[config.mk]
export PLATFORM = sky130hd
export DESIGN_NAME = proximity_tag_qualifier
export DESIGN_NICKNAME = d
export VERILOG_FILES = /design/src/design/ptq_pkg.sv /design/src/design/proximity_tag_qualifier.sv
export SDC_FILE = /design/constraint.sdc
export NUM_CORES = 2
export LEC_CHECK = 0
export BUFFER_PORTS_ARGS = -buffer_cell sky130_fd_sc_hd__buf_2
export CELL_PAD_IN_SITES_DETAIL_PLACEMENT = 0
export CELL_PAD_IN_SITES_GLOBAL_PLACEMENT = 1
export CORE_MARGIN = 2
export CORE_UTILIZATION = 35
export CTS_CLUSTER_DIAMETER = 40
export CTS_CLUSTER_SIZE = 20
export DETAILED_ROUTE_END_ITERATION = 12
export PLACE_DENSITY_LB_ADDON = 0.2
export SETUP_SLACK_MARGIN = 0.15
export SYNTH_ARGS = -nofsm -noshare
export SYNTH_HDL_FRONTEND = slang
export SYNTH_SLANG_ARGS = --single-unit
[constraint.sdc]
create_clock -name clk_i -period 15.45 [get_ports clk_i]
set_clock_uncertainty 0.15 [all_clocks]
set_input_delay 4.635 -clock clk_i [delete_from_list [all_inputs] [get_ports clk_i]]
set_output_delay 4.635 -clock clk_i [all_outputs]
set_load 0.005 [all_outputs]
[src/design/ptq_pkg.sv]
`timescale 1ns / 1ps
// ----------------------------------------------------------------------------
// ptq_pkg
// Shared types and codes of the proximity tag qualifier.
// ----------------------------------------------------------------------------
package ptq_pkg;

  typedef enum logic [2:0] {
    ST_IGNORED = 3'd0,
    ST_ADDED   = 3'd1,
    ST_UPDATED = 3'd2,
    ST_FULL    = 3'd3,
    ST_POLLED  = 3'd4
  } status_e;

  typedef enum logic [1:0] {
    REG_THRESHOLD = 2'd0,
    REG_NEEDED    = 2'd1,
    REG_WINDOW    = 2'd2
  } reg_index_e;

  typedef enum logic [2:0] {
    FSM_IDLE,
    FSM_READ,
    FSM_CHECK,
    FSM_WRITE,
    FSM_DONE
  } fsm_e;

  typedef struct packed {
    logic        cmd;
    logic        has_key;
    logic [63:0] key_high;
    logic [63:0] key_low;
    logic signed [7:0] strength;
    logic [31:0] time_now;
  } in_item_t;

  typedef struct packed {
    logic [2:0]  status;
    logic        found;
    logic [63:0] found_high;
    logic [63:0] found_low;
    logic [4:0]  occupancy;
  } out_item_t;

  typedef struct packed {
    logic [63:0] key_high;
    logic [63:0] key_low;
    logic [7:0]  count;
    logic [31:0] first_time;
  } entry_t;

  localparam int unsigned CfgWidth = 32;

endpackage

[src/design/proximity_tag_qualifier.sv]
`timescale 1ns / 1ps
// ----------------------------------------------------------------------------
// proximity_tag_qualifier
// Ordered tag table in one synchronous memory, walked one entry at a time.
// ----------------------------------------------------------------------------
// Sequence: a walk visits each used entry in a read state and a check state (compare or
// compaction), then does a final read, a write and a done state that registers the
// result; a sighting that matches an entry goes from its check state to done, and a
// weak or keyless sighting goes straight to done. One transaction is in flight: the next
// is accepted once the result is registered and the block is idle again.
// Reset clears the entry count and control state and loads the configuration defaults;
// data registers and memory contents stay undefined, and no entry is used before written.
module proximity_tag_qualifier
  import ptq_pkg::*;
#(
  parameter int unsigned TABLE_DEPTH = 16
) (
  input  logic                clk_i,
  input  logic                rst_ni,
  input  logic                in_valid_i,
  output logic                in_stall_o,
  input  in_item_t            in_data_i,
  output logic                out_valid_o,
  input  logic                out_stall_i,
  output out_item_t           out_data_o,
  input  logic                cfg_we_i,
  input  logic [1:0]          cfg_index_i,
  input  logic [CfgWidth-1:0] cfg_data_i
);

  localparam int unsigned AW = (TABLE_DEPTH > 1) ? $clog2(TABLE_DEPTH) : 1;
  localparam int unsigned CW = $clog2(TABLE_DEPTH + 1);

  logic signed [7:0] thr_q;
  logic [7:0]  need_q;
  logic [31:0] win_q;

  always_ff @(posedge clk_i or negedge rst_ni) begin
    if (!rst_ni) begin
      thr_q  <= -8'sd60;
      need_q <= 8'd2;
      win_q  <= 32'd6000;
    end else if (cfg_we_i) begin
      case (cfg_index_i)
        REG_THRESHOLD: thr_q  <= cfg_data_i[7:0];
        REG_NEEDED:    need_q <= cfg_data_i[7:0];
        REG_WINDOW:    win_q  <= cfg_data_i[31:0];
        default: ;
      endcase
    end
  end

  entry_t mem [TABLE_DEPTH];
  entry_t rd_q;
  logic          we;
  logic [AW-1:0] waddr, raddr;
  entry_t        wdata;

  always_ff @(posedge clk_i) begin
    if (we) mem[waddr] <= wdata;
    rd_q <= mem[raddr];
  end

  fsm_e state_q, state_d;
  in_item_t  item_q, item_d;
  out_item_t res_q, res_d;
  out_item_t out_data_q, out_data_d;
  logic          out_valid_q, out_valid_d;
  logic [CW-1:0] used_q, used_d, idx_q, idx_d, wr_q, wr_d;
  logic          hit_q, hit_d;

  always_ff @(posedge clk_i or negedge rst_ni) begin
    if (!rst_ni) begin
      state_q     <= FSM_IDLE;
      used_q      <= '0;
      idx_q       <= '0;
      wr_q        <= '0;
      hit_q       <= 1'b0;
      out_valid_q <= 1'b0;
    end else begin
      state_q     <= state_d;
      used_q      <= used_d;
      idx_q       <= idx_d;
      wr_q        <= wr_d;
      hit_q       <= hit_d;
      out_valid_q <= out_valid_d;
    end
  end

  always_ff @(posedge clk_i) begin
    item_q     <= item_d;
    res_q      <= res_d;
    out_data_q <= out_data_d;
  end

  logic [31:0] age;
  logic        key_eq;
  assign age    = item_q.time_now - rd_q.first_time;
  assign key_eq = (rd_q.key_high == item_q.key_high) && (rd_q.key_low == item_q.key_low);

  always_comb begin
    state_d     = state_q;
    item_d      = item_q;
    res_d       = res_q;
    out_data_d  = out_data_q;
    used_d      = used_q;
    idx_d       = idx_q;
    wr_d        = wr_q;
    hit_d       = hit_q;
    out_valid_d = out_valid_q;
    we          = 1'b0;
    waddr       = wr_q[AW-1:0];
    wdata       = rd_q;
    raddr       = idx_q[AW-1:0];
    in_stall_o  = 1'b1;
    if (out_valid_q && !out_stall_i) out_valid_d = 1'b0;
    case (state_q)
      FSM_IDLE: begin
        in_stall_o = 1'b0;
        if (in_valid_i) begin
          item_d = in_data_i;
          res_d  = '0;
          idx_d  = '0;
          wr_d   = '0;
          hit_d  = 1'b0;
          if (!in_data_i.cmd &&
              ((in_data_i.strength < thr_q) || !in_data_i.has_key)) begin
            res_d.status = ST_IGNORED;
            state_d      = FSM_DONE;
          end else begin
            state_d = FSM_READ;
          end
        end
      end
      FSM_READ: begin
        // Address idx_q is presented; data arrives next cycle.
        if (idx_q == used_q) state_d = FSM_WRITE;
        else state_d = FSM_CHECK;
      end
      FSM_CHECK: begin
        state_d = FSM_READ;
        idx_d   = idx_q + 1'b1;
        if (!item_q.cmd) begin
          if (key_eq) begin
            hit_d        = 1'b1;
            we           = 1'b1;
            waddr        = idx_q[AW-1:0];
            if (rd_q.count != 8'hFF) wdata.count = rd_q.count + 8'd1;
            res_d.status = ST_UPDATED;
            state_d      = FSM_DONE;
          end
        end else if (age > win_q) begin
          // Expired entry is dropped.
        end else if (rd_q.count >= need_q) begin
          res_d.found      = 1'b1;
          res_d.found_high = rd_q.key_high;
          res_d.found_low  = rd_q.key_low;
        end else begin
          we    = 1'b1;
          waddr = wr_q[AW-1:0];
          wr_d  = wr_q + 1'b1;
        end
      end
      FSM_WRITE: begin
        state_d = FSM_DONE;
        if (item_q.cmd) begin
          used_d       = wr_q;
          res_d.status = ST_POLLED;
        end else if (used_q < CW'(TABLE_DEPTH)) begin
          we               = 1'b1;
          waddr            = used_q[AW-1:0];
          wdata.key_high   = item_q.key_high;
          wdata.key_low    = item_q.key_low;
          wdata.count      = 8'd1;
          wdata.first_time = item_q.time_now;
          used_d           = used_q + 1'b1;
          res_d.status     = ST_ADDED;
        end else begin
          res_d.status = ST_FULL;
        end
      end
      FSM_DONE: begin
        if (!out_valid_q || !out_stall_i) begin
          out_data_d           = res_q;
          out_data_d.occupancy = 5'(used_q);
          out_valid_d          = 1'b1;
          state_d              = FSM_IDLE;
        end
      end
      default: state_d = FSM_IDLE;
    endcase
  end

  assign out_valid_o = out_valid_q;
  assign out_data_o  = out_data_q;

  a_used_bound: assert property (@(posedge clk_i) disable iff (!rst_ni)
    used_q <= CW'(TABLE_DEPTH)) else $error("entry count beyond depth");
  a_wr_le_idx: assert property (@(posedge clk_i) disable iff (!rst_ni)
    wr_q <= idx_q) else $error("compaction pointer ahead of scan");
  a_out_hold: assert property (@(posedge clk_i) disable iff (!rst_ni)
    out_valid_q && out_stall_i |=> out_valid_q && $stable(out_data_q))
    else $error("stalled result changed");
  a_busy_stall: assert property (@(posedge clk_i) disable iff (!rst_ni)
    state_q != FSM_IDLE |-> in_stall_o) else $error("input taken while busy");

endmodule
======== Yosys cells after proc, flatten, opt, wreduce, memory -nomap -nowiden ========
Memory sizes are Yosys's and may differ from the RTL's. A register that Yosys moved wholly into a read port is not among the register bits.
Cells that the tools add are included.
storage, ports and cells
  memories kept ........................... 1
  register bits ........................... 497
  bits in writable memories ............... 2688
  bits of input ports ..................... 209
  output and inout port bits .............. 139
  word-level logic and storage cells ...... 125
cells by class
  mux-type cells .......................... 51
  $add $sub $neg .......................... 5
  $lt $le $gt $ge ......................... 4
  eq/ne operators ......................... 18
  reductions and logical operators ........ 25
memory list
  memory  depth  bits a word  rd ports  clocked after Yosys merged registers in  wr ports  RTL line                       source
  mem     16     168          1         1                                        1         proximity_tag_qualifier.sv:53  entry_t mem [TABLE_DEPTH];
operators with widths
  cell                 count
  $mux 129             3
  $mux 168             2
  $pmux 129 s2         1
  $mux 137             1
  $eq 64x64->1         2
  $mux 128             1
  $gt 32x32->1         1
  $mux 32              1
  $sub 32x32->32       1
  $mux 5               6
  $mux 3               8
  $mux 8               3
  $pmux 5 s2           2
  $mux 4               4
  $ne 2x2->1 const B   8
  $pmux 8 s2           1
  $reduce_and 2->1     8
  $add 5x1->5 const B  3
  $pmux 3 s5           1
  $mux 1               13
  $reduce_and 5->1     2
  $pmux 3 s3           1
  $add 8x1->8 const B  1
  $ge 8x8->1           1
  20 further kinds     28

======== Longest topological paths before layout ========
  depth after elaboration ................. 7
  gate-level depth with buffers ........... 23
  mapped depth without buffers ............ 23

======== Worst setup path before layout ========
Ideal clock, no wire load.
  path type ............................... reg2reg
  start ................................... register item_q[0] (netlist name)
  end ..................................... memory mem[3][0] (netlist name), enable pin
  library setup time ...................... 699 ps
  period minus slack after synthesis ...... 12505 ps
  arrival time ............................ 11656 ps
  cell stages (with the launch flop) ...... 24
  path buffers ............................ 0
  required time ........................... 14601 ps
  path slack .............................. 2945 ps
  cell sequence ........................... edfxtp_1 inv_1 ha_1 inv_1 fa_1 a21o_1 a21oi_2 nor2b_1 o31a_1 o311a_1 o21ai_2 nand3_2 and3_1 or4b_1 ha_1 nand4_1 nor2_1 a221oi_2 o221ai_2 a2111oi_4 or2_2 a31o_4 or3b_4 nor2_1
between the ends
  word-level cells in the longest chain between the ends .. 7
RTL lines
  item                          RTL line                        source
  from (decl)                   proximity_tag_qualifier.sv:65   in_item_t item_q, item_d;
  from (signal assigned)        proximity_tag_qualifier.sv:91   item_q <= item_d;
  $sub 32x32->32                proximity_tag_qualifier.sv:98   assign age = item_q.time_now - rd_q.first_time;
  $gt 32x32->1                  proximity_tag_qualifier.sv:152  end else if (age > win_q) begin
  $mux 1                        proximity_tag_qualifier.sv:152
  $mux 1                        proximity_tag_qualifier.sv:143  if (!item_q.cmd) begin
  $pmux 1 s2                    proximity_tag_qualifier.sv:117  case (state_q)
  $mux 1                        proximity_tag_qualifier.sv:60   if (we) mem[waddr] <= wdata;
  $mux 1 (implied by the code)  proximity_tag_qualifier.sv:60
  to (decl)                     proximity_tag_qualifier.sv:53
No other way between the ends.

======== Worst setup path in the final report ========
  start ................................... register item_q[0] (netlist name)
  end ..................................... memory mem[3][106] (netlist name), enable pin
The elaborated chain is that of the path after synthesis.

==> impl_metrics.json <==
{
  "outcome": "finished clean",
  "route.detailed.wl_per_inst_um": 29.6,
  "synth.area.top_cells": "edfxtp_1, mux4_2, dfxtp_1",
  "first_pass_iters": 5,
  "synth_edf_count": 3118,
  "fin_crit_ns": 8.43,
  "clockBufferDepth": 4,
  "antenna_found_initial": 29,
  "cp-start-kind": "flop",
  "ctsHoldBuffers": 0,
  "yosysTopAreaCell": "edfxtp_1",
  "comb_power_share_pct": 23.0,
  "drive_gt1_share_pct": 31.7,
  "start_util_pct": 35.1,
  "cts_num_sinks": 3353,
  "numCtsBuffers": 462,
  "setup_ws_ns": 7.02,
  "clock.fmax_ghz": 0.119,
  "hpwl_mm": 204,
  "use_met3_pct": 2.23,
  "nNetsFinal": 6891,
  "grt_pass1_wl_mm": 492,
  "drv_cap": 0,
  "path_clk_slew_ns": 0.05,
  "insertion_delay_ns": 0.97,
  "cts_tree": "done",
  "crit_fanout": 96,
  "rsz0062_at_grt": "no",
  "synth_cell_type_count": 72,
  "finalHoldViolCount": 0,
  "synth.ff_latch_count": 3353,
  "die_width_um": 607,
  "core_area_um2": 362000,
  "syn_nets": 6187,
  "grt.busiest_layer": "met2",
  "drt-initial-drc-count": 5484,
  "num_io_pins": 348,
  "use_met2_pct": 31.1,
  "cell_internal_pwr_mw": 22.0,
  "ys_seq_area_share_pct": 77.7,
  "maxSlewViolCount": 0,
  "htree_levels": 5,
  "period_share_pct": 54.6,
  "sequentialPowerShare_pct": 41.4,
  "track_usage_pct": 18.9,
  "grt_use_met1_pct": 26.8,
  "area_delta_synth_final_pct": 19.6,
  "relSlewSlack_pct": 8.60,
  "globalplace.congestion": 0.748,
  "vias_per_cell": 5.16,
  "grt_max_degree": 134,
  "synthArstFlopShare_pct": 2.00,
  "grt_pass1_vias": 63100,
  "syn_area_um2": 127000,
  "p_per_area_nw_per_um2": 207,
  "ir_drop_uv": 168,
  "postSynthCellCount": 5895,
  "setup_viol": 0,
  "cts_resized": 0,
  "hold_path.class": "reg -> reg",
  "die_height_um": 607,
  "switching_share_pct": 30.0,
  "synthFlopType": "edfxtp_1",
  "remaining_drc_errors": 0,
  "final_antenna_net_count": 0,
  "post_cts_buffers": 0,
  "crit_slowest_cell": "buf_4",
  "leakagePower_nw": 49.5,
  "postSynthAreaPerCell_um2": 21.6,
  "num_rows": 221,
  "tightest_slew_ns": 1.37,
  "cpPeakStageDelay_ns": 0.90,
  "rrSetupSlack_ns": 7.02,
  "numPortBuffers": 347,
  "die_area_um2": 368000,
  "totalWireLength_mm": 350,
  "power.switching_mw": 9.44,
  "synth_top_area_share_pct": 73.7,
  "critPathKind": "reg -> reg",
  "grt-ovfl-total": 0,
  "critPathCaptureType": "flop",
  "yosys_warnings": 0,
  "pre_cts_ws_ns": 6.71,
  "clockRootBuffer": "clkbuf_16",
  "fin_setup_tns_ns": 0,
  "required_ns": 15.85,
  "clock_power_share_pct": 35.6,
  "vias": 60900,
  "arrival_ns": 8.83
}
## layout by cell type (no fill, tap or decap), drive strengths merged, types with 75 or more instances in the layout
cell    count
dfxtp     168
ha         82
mux4      824
xor2      115
nand2     470
and2      127
clkbuf    542
bufinv     75
edfxtp   3118
buf       498
inv       179
clkinv    135
## metrics by stage
step | cell area, um^2 | total power [mW] | hold slack [ns] | util, % | instances
after CTS | 152000 | 31.9 | 0.264 | 42.0 | 11800
final | 152000 | 31.4 | 0.267 | 42.0 | 11800
after detailed placement | 135000 | 20.6 | 0.256 | 37.4 | 10900
after global routing | 152000 | 32.7 | 0.270 | 42.0 | 11800
after global placement | 135000 | 20.5 | 0.257 | 37.4 | 10900
after floorplan | 127000 | 17.5 | 0.250 | - | 5895
## synth_stat cells, drive strengths merged (17+ instances only)
master     n
a211oi    21
nor2b     23
dfxtp    168
mux2i     22
o21ai     73
mux4     824
clkbuf   189
nand2    470
a21oi     53
ha        82
inv      103
xnor2     46
edfxtp  3118
nor3      17
nor4      29
nor2      51
nand4     22
dfrtp     56
xor2     115
a21o      34
mux2      42
and2     127
buf       69
nand3     25
## worst max-delay path, delay by kind of cell (launching register included)
kind                     cells  cell delay, ns
flip-flops                   1            0.36
adder cells (fa/ha/maj)      3            0.87
AND/OR/NAND/NOR             11            2.95
AO/OA/AOI/OAI                6            1.41
buffers and inverters        4            1.74
multiplexers                 1            0.43
## power groups by stage
| stage | registers, mW | clock network, mW | logic (mW) |
|---|---|---|---|
| 6_report | 13.0 | 11.2 | 7.23 |
| 3_5_place_dp | 13.2 | 0 | 7.39 |
| 2_1_floorplan | 12.9 | 0 | 4.58 |
| 4_1_cts | 13.0 | 11.4 | 7.42 |
| 3_3_place_gp | 13.2 | 0 | 7.33 |
| 5_1_grt | 13.1 | 11.8 | 7.86 |
## final cells by class
type                    count  area (um^2)
inverters                 104          403
diodes                      8         20.0
multi-input cells        2180        27200
fillers                 31300       210000
repair buffers            498         3120
clock buffers             542        12200
flip-flops and latches   3353        98700
clock inverters           332         4360
well taps                4794         6000
## worst paths after layout
kind | start | depth (start not counted) | endpoint
setup / recovery | item_q[0] | 25 | mem[3][106]
max in group asynchronous | rst_ni | 2 | idx_q[1]
hold reg to reg | res_q[108] | 0 | out_data_o[108]
min in group asynchronous | rst_ni | 1 | win_q[23]
hold / removal | res_q[108] | 0 | out_data_o[108]
setup reg to reg | item_q[0] | 25 | mem[3][106]
## per-layer routing
layer	part of all wire [%]	vias to the layer above	routed length, um
met1	44	33200	155000
li1	-	25600	-
met3	4.6	436	16100
met5	0.0077	-	27
met2	49	1691	171000
met4	2.2	4	7870
## flip-flops by register name, indices dropped and copies added, names as in the netlist, 8 cells and up
signal / count
item_q: 161
mem: 2688
need_q: 8
out_data_o: 137
rd_q: 168
res_q: 132
thr_q: 8
win_q: 32
## logic make-up (layout without fill, tap and decap cells)
family | after synthesis | after routing | share of synthesized area (%)
flip-flops | 3353 | 3353 | 77.7
multiplexers | 888 | 888 | 15.2
AND/OR/NAND/NOR | 806 | 806 | 2.93
buffers and inverters | 362 | 1476 | 1.08
AO/OA/AOI/OAI | 242 | 242 | 1.24
XOR/XNOR | 161 | 161 | 1.11
adder cells (fa/ha/maj) | 83 | 83 | 0.823
other | 0 | 8 | 0
No activity file was read; power rests on OpenSTA's default activity.
